**config.mk**
```make
export PLATFORM = sky130hd
export DESIGN_NAME = pms_isqrt
export DESIGN_NICKNAME = d
export VERILOG_FILES = /design/src/pms_isqrt.sv
export SDC_FILE = /design/constraint.sdc
export NUM_CORES = 2
export LEC_CHECK = 0
export BUFFER_PORTS_ARGS = -buffer_cell sky130_fd_sc_hd__buf_2
export CAP_MARGIN = 20
export CELL_PAD_IN_SITES_DETAIL_PLACEMENT = 1
export CELL_PAD_IN_SITES_GLOBAL_PLACEMENT = 1
export CORE_MARGIN = 10
export CORE_UTILIZATION = 53
export DETAILED_ROUTE_END_ITERATION = 8
export PLACE_DENSITY_LB_ADDON = 0.12
export RECOVER_POWER = 50
export SYNTH_ARGS = -nofsm -noshare
export SYNTH_HDL_FRONTEND = slang
export SYNTH_MEMORY_MAX_BITS = 65536
export SYNTH_SLANG_ARGS = --single-unit
```
**constraint.sdc**
```tcl
create_clock -name clk -period 4.52 [get_ports clk]
set_clock_uncertainty 0.1 [all_clocks]
set_input_delay 0.904 -clock clk [delete_from_list [all_inputs] [get_ports clk]]
set_output_delay 0.904 -clock clk [all_outputs]
set_load 0.01 [all_outputs]
```
**src/pms_isqrt.sv**
```systemverilog
// Pipelined floor square root, one result bit per stage.
module pms_isqrt #(
  parameter int RAD_W = 64
) (
  input  logic               clk,
  input  logic               en,
  input  logic [RAD_W-1:0]   rad,
  output logic [RAD_W/2-1:0] root
);

  localparam int ROOT_W = RAD_W / 2;
  localparam int REM_W = ROOT_W + 2;

  logic [RAD_W-1:0]  rad_r  [ROOT_W];
  logic [REM_W-1:0]  rem_r  [ROOT_W];
  logic [ROOT_W-1:0] root_r [ROOT_W];

  for (genvar k = 0; k < ROOT_W; k++) begin : g_stage
    logic [RAD_W-1:0]  rad_in;
    logic [REM_W-1:0]  rem_in;
    logic [ROOT_W-1:0] root_in;
    logic [REM_W+1:0]  cur;
    logic [REM_W+1:0]  trial;

    if (k == 0) begin : g_first
      assign rad_in  = rad;
      assign rem_in  = '0;
      assign root_in = '0;
    end else begin : g_next
      assign rad_in  = rad_r[k-1];
      assign rem_in  = rem_r[k-1];
      assign root_in = root_r[k-1];
    end

    assign cur   = {rem_in, rad_in[RAD_W-1 -: 2]};
    assign trial = {2'b00, root_in, 2'b01};

    always_ff @(posedge clk) begin
      if (en) begin
        rad_r[k] <= rad_in << 2;
        if (cur >= trial) begin
          rem_r[k]  <= REM_W'(cur - trial);
          root_r[k] <= {root_in[ROOT_W-2:0], 1'b1};
        end else begin
          rem_r[k]  <= REM_W'(cur);
          root_r[k] <= {root_in[ROOT_W-2:0], 1'b0};
        end
      end
    end
  end

  assign root = root_r[ROOT_W-1];

endmodule

```
==> metrics.txt <==
synth top area cells=edfxtp_1 (65%), ha_1 (6.0%), xor2_1 (3.2%), xnor2_1 (3.0%), a21oi_1 (2.4%); clock buffer count from CTS=between 200 and 300; dominant cell type by area after synthesis=edfxtp_1; synth-to-layout area growth=11.73%; HP Class=in -> reg; Worst-Margin Slew=3287 ps; drt initial violations=4967; die footprint=about 240000 um2; crit end category=flop; DP Area=121700 um2; max-cap viol count=15; Syn Std Cell Area=about 120000 um2; synth cell count leaders=edfxtp_1 (2522), inv_1 (704), nand2_1 (631); Final Setup Violations=0; Crit-path slowest cell=or4_1; layout cell share with drive strength beyond 1=0.07692; Synth top area share=0.6463; largest family of logic cells by synthesized area=simple AND/OR/NAND/NOR gates; delay-heaviest family, CP=simple AND/OR/NAND/NOR gates; failing checks=max-capacitance violations, max-slew violations; EDFF count, synth=about 2500; vias in the first global route=75980; Setup CP Type=reg -> reg; Clock Tree Buf Depth=4; Metal-1 WL=~110000 um; initial antenna violation count=13; DR top layer=met5; Synth Instances=9053; Post-synth top flop=edfxtp_1; GP Congestion=between 0.8 and 0.9; total wire length=approximately 270000 um; DRC violations left=0; Post-Synth Adder-Cell Area=0.06012; Clock Tree Root=clkbuf_16; # rows=around 170; cell with the most instances after synthesis=edfxtp_1; post-layout min period=between 4000 and 5000 ps; Peak VDD IR=between 0.3 and 0.4 mV; Synth Register Bits=between 2000 and 3000; CP required=approximately 5100 ps; outcome=finished with violations; Hold Fails Final Rpt=0; Max Freq=between 200 and 250 MHz; most frequent CP cell=or3_1; wire per inst=21.40 um; CP cell instances=or4_1 > or3_1 > or3_1 > or2_2 > a2111o_1 > nor4_2 > nor2_1 > o21ai_1 > nor3_1 > xor2_1; via count=~71000; design area=around 130000 um2; Final Hold Slack=between 60 and 70 ps; crit-path max FO=11; CTS clock-pin slew for the worst setup and hold paths=roughly 60 ps; vias per cell=5.705; Pre-antenna DRT Iters=5; gr ovfl total=0; Antenna Nets Post-Route=0; H-tree Lvls=5; Lkg Pwr=0.05028 uW; Synth Area in Compound Gates=0.09555; # clock sinks=2523; Core Util, Final=0.5958; Cell variety after synth=86; final clock period utilization by the worst path=0.9235; Startpoint Class=flop; post-detail-place hpwl=193500 um; Critical Path Max Stage Delay=600 ps; PortBufs=97; latest clock arrival within the worst-skew pair=approximately 910 ps; sequential fraction of the synthesis area=0.6465; met3 WL=between 10000 and 15000 um; async set-or-reset flop fraction in the synthesized netlist=0; Met2 Wirelength=approximately 140000 um; Cells after DPL=about 12000; Nets=about 10000; RSZ-0062 raised after global routing=false; Mapped Nets=about 9700; YS warnings=0; Synth Area in Simple Gates=0.1002; CTS tree=yes; mean area per synthesized cell=12.94 um2; PwrDens=between 500 and 600 nW/um2; Buf+Inv Stages, Crit Path=0; die width=slightly below 500 um; CTS resizes=0; initial core utilization=0.5333; mux contribution to synthesized area=0.006353; Slew headroom=-1.192; first-pass GRT wire length=between 400000 and 500000 um; largest net degree at the start of global routing=between 150 and 200; Die Y=roughly 490 um; xor and xnor area share after synthesis=0.06226; post-route setup TNS=0 ps; Layout fillers=roughly 21000; IO Count=98; fin cells=~13000; critical path data arrival time=4720 ps; GRT Total Usage=0.2173; total core area=around 220000 um2; max-slew violations=around 1100
## cell families (layout without fill, tap and decap cells)
group                    Yosys count  in the layout
AND/OR/NAND/NOR                 2341           2341
XOR/XNOR                         833            833
other                              0              2
buffers and inverters            902           1418
adder cells (fa/ha/maj)          563            563
AO/OA/AOI/OAI                   1823           1823
multiplexers                      68             68
flip-flops                      2523           2523
## metal layers
metal | track usage | vias up
met1 | 0.2781 | 35690
met3 | 0.02747 | 547
li1 | - | 33950
met5 | 0 | -
met2 | 0.3847 | 1287
met4 | 0.06836 | 4
## per-stage QoR
step	total power, uW	setup WS (ps)
floorplan	41790	380.7
global placement	45730	378.7
detailed placement	46420	270.6
CTS	69590	348.1
global route	72470	117.6
finish	69000	345.8
## report_power, final
| group | switching, uW | internal, uW | total, uW |
|---|---|---|---|
| clock | 9040 | 13800 | 22800 |
| sequential | 2090 | 29800 | 31800 |
| combinational | 8450 | 5880 | 14300 |
| total | 19600 | 49400 | 69000 |
## path summary, 6_finish.rpt
path / slack [ps] / to / from / cells after the start
setup / recovery: 350 / rem_r[0][357] / rem_r[0][330] / 10
hold / removal: 70 / rad_r[0][2] / rad[2] / 1
setup reg to reg: 350 / rem_r[0][357] / rem_r[0][330] / 10
hold reg to reg: 290 / rad_r[0][535] / rad_r[0][471] / 0
## timing repair
item | in CTS | in global routing
hold buffers | 13 | 0
buffers inserted | 0 | 0
endpoints found under the hold margin | 13 | 0
## layout by cell type, fill, tap and decap left out, types with 18 or more instances in the layout
cell,count
a211oi_1,32
a21o_1,281
a21oi_1,568
a31oi_1,54
and2_1,54
and3_1,62
buf_2,93
buf_4,78
bufinv_16,33
clkbuf_1,62
clkbuf_16,295
clkinv_1,53
clkinv_2,46
edfxtp_1,2522
ha_1,563
inv_1,704
mux2_2,51
nand2_1,631
nand2b_1,119
nand3_1,129
nand3b_1,23
nand4_1,92
nand4b_1,18
nor2_1,493
nor2b_1,84
nor3_1,225
nor4_1,121
nor4b_1,24
o211ai_1,23
o21a_1,107
o21ai_0,487
o21bai_1,44
o31ai_1,54
or2_2,53
or3_1,99
or4_1,48
xnor2_1,405
xor2_1,428
## state kept, by name, summed over array words and instances (netlist names)
signal,count
rad_r,992
root_r,528
rem_r,1003
## layout make-up
| cell class | instances | area [um2] | share of cell area |
|---|---|---|---|
| repair buffers | 220 | 1510 | 0.01154 |
| clock inverters | 154 | 1650 | 0.01261 |
| well taps | 2958 | 3701 | 0.02827 |
| flip-flops and latches | 2523 | 75750 | 0.5786 |
| multi-input cells | 5628 | 38100 | 0.2911 |
| inverters | 706 | 2650 | 0.02024 |
| clock buffers | 338 | 7543 | 0.05762 |
| diodes | 2 | 5.005 | 0.00003823 |
Power figures use the tool's default switching activity.
