$ cat src/pms_div.sv
// Pipelined restoring unsigned divider, one quotient bit per stage.
module pms_div #(
  parameter int NUM_W = 48,
  parameter int DEN_W = 32,
  parameter int Q_W = 17
) (
  input  logic             clk,
  input  logic             en,
  input  logic [NUM_W-1:0] num,
  input  logic [DEN_W-1:0] den,
  output logic [Q_W-1:0]   quo
);

  logic [Q_W-1:0]   lo_r  [Q_W];
  logic [DEN_W-1:0] rem_r [Q_W];
  logic [DEN_W-1:0] den_r [Q_W];
  logic [Q_W-1:0]   quo_r [Q_W];

  for (genvar k = 0; k < Q_W; k++) begin : g_stage
    logic [Q_W-1:0]   lo_in;
    logic [DEN_W-1:0] rem_in;
    logic [DEN_W-1:0] den_in;
    logic [Q_W-1:0]   quo_in;
    logic [DEN_W:0]   cur;
    logic [DEN_W:0]   dd;

    if (k == 0) begin : g_first
      assign lo_in  = num[Q_W-1:0];
      assign rem_in = DEN_W'(num >> Q_W);
      assign den_in = den;
      assign quo_in = '0;
    end else begin : g_next
      assign lo_in  = lo_r[k-1];
      assign rem_in = rem_r[k-1];
      assign den_in = den_r[k-1];
      assign quo_in = quo_r[k-1];
    end

    assign cur = {rem_in, lo_in[Q_W-1]};
    assign dd  = {1'b0, den_in};

    always_ff @(posedge clk) begin
      if (en) begin
        lo_r[k]  <= lo_in << 1;
        den_r[k] <= den_in;
        if (cur >= dd) begin
          rem_r[k] <= DEN_W'(cur - dd);
          quo_r[k] <= {quo_in[Q_W-2:0], 1'b1};
        end else begin
          rem_r[k] <= DEN_W'(cur);
          quo_r[k] <= {quo_in[Q_W-2:0], 1'b0};
        end
      end
    end
  end

  assign quo = quo_r[Q_W-1];

endmodule

$ cat config.mk
export PLATFORM = sky130hd
export DESIGN_NAME = pms_div
export DESIGN_NICKNAME = d
export VERILOG_FILES = /design/src/pms_div.sv
export SDC_FILE = /design/constraint.sdc
export NUM_CORES = 2
export LEC_CHECK = 0
export BUFFER_PORTS_ARGS = -buffer_cell sky130_fd_sc_hd__clkbuf_2
export CAP_MARGIN = 20
export CORE_ASPECT_RATIO = 0.9
export CORE_UTILIZATION = 40
export CTS_CLUSTER_SIZE = 14
export DETAILED_ROUTE_END_ITERATION = 8
export GPL_TIMING_DRIVEN = 0
export PLACE_DENSITY = 0.64
export SLEW_MARGIN = 25
export SYNTH_ARGS = -nofsm -noshare
export SYNTH_HDL_FRONTEND = slang
export SYNTH_SLANG_ARGS = --single-unit
$ cat constraint.sdc
create_clock -name clk -period 4.3 [get_ports clk]
set_input_delay 0.86 -clock clk [delete_from_list [all_inputs] [get_ports clk]]
set_output_delay 0.86 -clock clk [all_outputs]
set_load 0.01 [all_outputs]
==> results by group <==
Status
  – Outcome: finished, final reports clean

Min path
  – Number of cells on the worst hold path: 1
  – Class of the worst hold path: in -> reg

CTS
  – CTS tree: done
  – Hold_buf cts: 0
  – Worst skew pair latency: 800 ps
  – Buffer cell driving the clock tree root: sky130_fd_sc_hd__clkbuf_16
  – Number of buffers inserted during clock tree synthesis: approximately 150
  – Number of H-tree branching levels: 4
  – Clock-pin slew on the worst setup and hold paths: 60 ps
  – Maximum buffer depth of the clock tree: 3
  – Number of clock sinks: 1,313

Worst setup path
  – Arrival time of data at the critical path endpoint: between 4000 and 5000 ps
  – Critical path cell sequence: inv_1 -> ha_1 -> nand4_1 -> nor3_1 -> nand3_1 -> nand4_1 -> a31oi_1 -> o31a_1 -> o21ai_0 -> a21o_1 -> a21oi_1 -> xor2_1 -> o21ai_0
  – Path length in cells of the critical path: 13
  – Worst path max stage delay: 640 ps
  – Cell family with the largest share of critical-path delay: simple AND/OR/NAND/NOR gates
  – Category of the worst setup path capture point: flip-flop
  – Worst-path cell with the longest stage delay: sky130_fd_sc_hd__nor3_1
  – Logic depth of the worst register-to-register path: 13
  – Highest net fanout along the worst path: 4
  – CP Class: reg -> reg
  – Bufs and invs on worst path: 1
  – Type of origin of the critical path: flip-flop
  – Required time worst endpoint: 4830 ps

Final layout
  – Final Net Count: 7,311
  – Synth-to-layout area growth: 13.1%
  – Non-Filler Instances: 9,171
  – Final cell utilization of the core: 45.7%
  – Number of fill cells in the layout: 16.3k
  – Fraction of layout cells with a size suffix above 1: 10.3%
  – Count of inserted antenna diode cells: 0

STA
  – Total setup violations reported at the end of the flow: 0
  – Post-route minimum period: 4270 ps
  – Setup TNS: 0 ps
  – Final hold viol count: 0
  – Final setup skew: 64.6 ps
  – Maximum clock rate: 234 MHz
  – Final critical-path share of the clock period: 99.2%
  – Final Max Slew Viols: 0
  – Remaining max-slew budget at the tightest pin: between 20% and 30%
  – Slew at the pin closest to its max-slew limit: 1070 ps

Detailed routing
  – Number of DRC markers after the initial detailed-route iteration: 2,999
  – DR pass1 iterations: 5
  – Routed wire per std cell: 19.6 um
  – Avg Vias per Cell: 5.28
  – Total number of vias: 48.5k
  – Routed Wire Length: 179,000 um
  – Post-detailed-route count of antenna-violating nets: 0
  – Post-detailed-route DRC marker count: 0

Synth
  – Fraction of post-synthesis cell area in the top cell type by area: 54.4%
  – Post-Synthesis Mean Instance Area: 11.4 um^2
  – Count of mapped cells out of synthesis: 6,383
  – Synthesized Nets: around 7.0k
  – Warning count from the yosys run: 0
  – Mapped cell area: 72,500 um^2
  – EDFF count, synth: 1,312
  – Flip-flop cell with the highest count after synthesis: sky130_fd_sc_hd__edfxtp_1
  – Library cell occupying the most area in the post-synthesis netlist: sky130_fd_sc_hd__edfxtp_1
  – Cell variety after synth: 77
  – Share of synthesized flip-flops with an asynchronous set or reset: 0%
  – Yosys reg bits: approximately 1.3k
  – Register area share after synthesis: around 54%
  – Area contributors post-synth: sky130_fd_sc_hd__edfxtp_1, sky130_fd_sc_hd__ha_1, sky130_fd_sc_hd__a21oi_1

Global route
  – First-pass GRT wire length: 275,000 um
  – Met3 Use GR: 2.42%
  – Vias in the first global route: ~50k
  – Overall Global Routing Usage: 19.4%
  – Global routing usage on met2: 38.2%
  – GRT overflow: 0
  – Most Used Layer, Global Route: met2
  – Fraction of met1 tracks used by global routing: 18.6%
  – Number of antenna violations at the first check in global routing: 2
  – Maximum number of pins on one net before global-route repair: 82

Die
  – Count of standard-cell rows: 147
  – Effective utilization at floorplan: 40.5%
  – Die outline width: 451 um
  – Die span in y: 406 um
  – Area of the core region: 179,000 um^2
  – Number of primary I/O pins: 99
  – Die Footprint: 183,000 um^2

Placement
  – Post-detailed-placement half-perimeter wirelength: 141,000 um
  – Number of buffer cells added on primary ports: a little under 100
  – Placer's final routability congestion estimate: 1.04
  – Placed cell count: 8,887

Pwr
  – Pwr dens: 709 nW/um^2
  – Maximum vdd drop: ~0.00038 V
  – Static Leakage: ~33 nW
  – Tot Pwr: 58.1 mW

Flow run
  – Max cap viols: 0
-- synthesized netlist by cell type (all sizes together) (10+ instances only) --
library cell  instances
nor2b                63
and4                 11
a211oi               35
a221oi               16
xnor2               275
nand4               100
ha                  544
nand2b               65
a2111oi              14
or3                  25
o31ai                27
a31oi                37
nand2               432
nor2                345
mux2                174
and2                 35
fa                   16
edfxtp             1312
inv                 676
a211o                15
o31a                 19
nor3                 63
nand3               112
clkbuf              143
nor4                 27
xor2                169
o2111ai              10
a31o                 21
nor3b                11
o211ai               29
or2                  12
o21ai               441
a21o                258
and3                 42
a21oi               560
o21a                 43
o21bai               63
buf                  29
-- metrics by stage --
| stage | setup WS (ps) | hold WS, ps | instance area, um^2 |
|---|---|---|---|
| final | 32.6 | 229 | 82000 |
| after global routing | -1.70 | 178 | 82000 |
| after CTS | 5.39 | 160 | 81700 |
| after detailed placement | -1160 | 405 | 76600 |
| after global placement | -14370 | 403 | 75900 |
| after floorplan | 269 | 400 | 72500 |
-- area by class of cell --
type | count | area, um^2 | share of cell area (%)
timing repair buffer | 139 | 1240 | 1.51
sequential | 1313 | 39400 | 48.1
clock buffer | 185 | 3840 | 4.69
buffer | 169 | 796 | 0.971
tap | 2384 | 2980 | 3.64
multi-input combinational | 4222 | 30200 | 36.9
inverter | 676 | 2540 | 3.10
clock inverter | 83 | 937 | 1.14
-- flip-flops by register name, summed over array words and instances, names as in the netlist --
signal and cells:
lo_r 136, rem_r 512, den_r 512, quo_r 153
-- layer usage --
layer	part of all wire, %	up-vias
li1	-	23900
met4	7.0	0
met1	36	23100
met2	54	1002
met5	0	-
met3	2.8	469
-- report_power, final --
part	switching [mW]	internal, mW	total, mW
registers	1.74	18.6	20.3
clock network	5.39	7.00	12.4
logic	14.7	10.7	25.3
-- worst paths after layout --
| check | slack, ps | to | startpoint |
|---|---|---|---|
| max | 30 | rem_r[12][30]$_DFFE_PP_ | den_r[0][362]$_DFFE_PP_ |
| min | 230 | lo_r[0][9]$_DFFE_PP_ | num[9] |
| max reg2reg | 30 | rem_r[12][30]$_DFFE_PP_ | den_r[0][362]$_DFFE_PP_ |
| min reg2reg | 400 | quo_r[3][3]$_DFFE_PP_ | quo_r[2][2]$_DFFE_PP_ |
-- placed cells by master, fill, tap and decap left out, drive strengths merged, types with 112 or more instances in the layout --
master and instances:
a21o 258, xor2 169, clkbuf 422, ha 544, inv 681, a21oi 560, xnor2 275, edfxtp 1312
mux2 174, o21ai 441, nand2 432, nand3 112, nor2 345
-- cells by family (layout without fill, tap and decap cells) --
logic type                 after synthesis  after routing  synth area share (%)
and+or+nand+nor                       1365           1365                  8.98
muxes                                  183            183                  2.83
DFF                                   1313           1313                  54.4
xor gates and xnor gates               444            444                  5.37
adders and majority gates              560            560                  9.83
AOI/OAI and AO/OA                     1670           1670                  14.2
buffers and inverters                  848           1252                  4.43
-- what timing repair did --
action	in CTS	in global routing
pin swaps	10	13
gates resized for setup	76	73
setup endpoints to repair	414	314
setup buffers	14	5
Note: power is estimated with default switching activity, not from simulation.
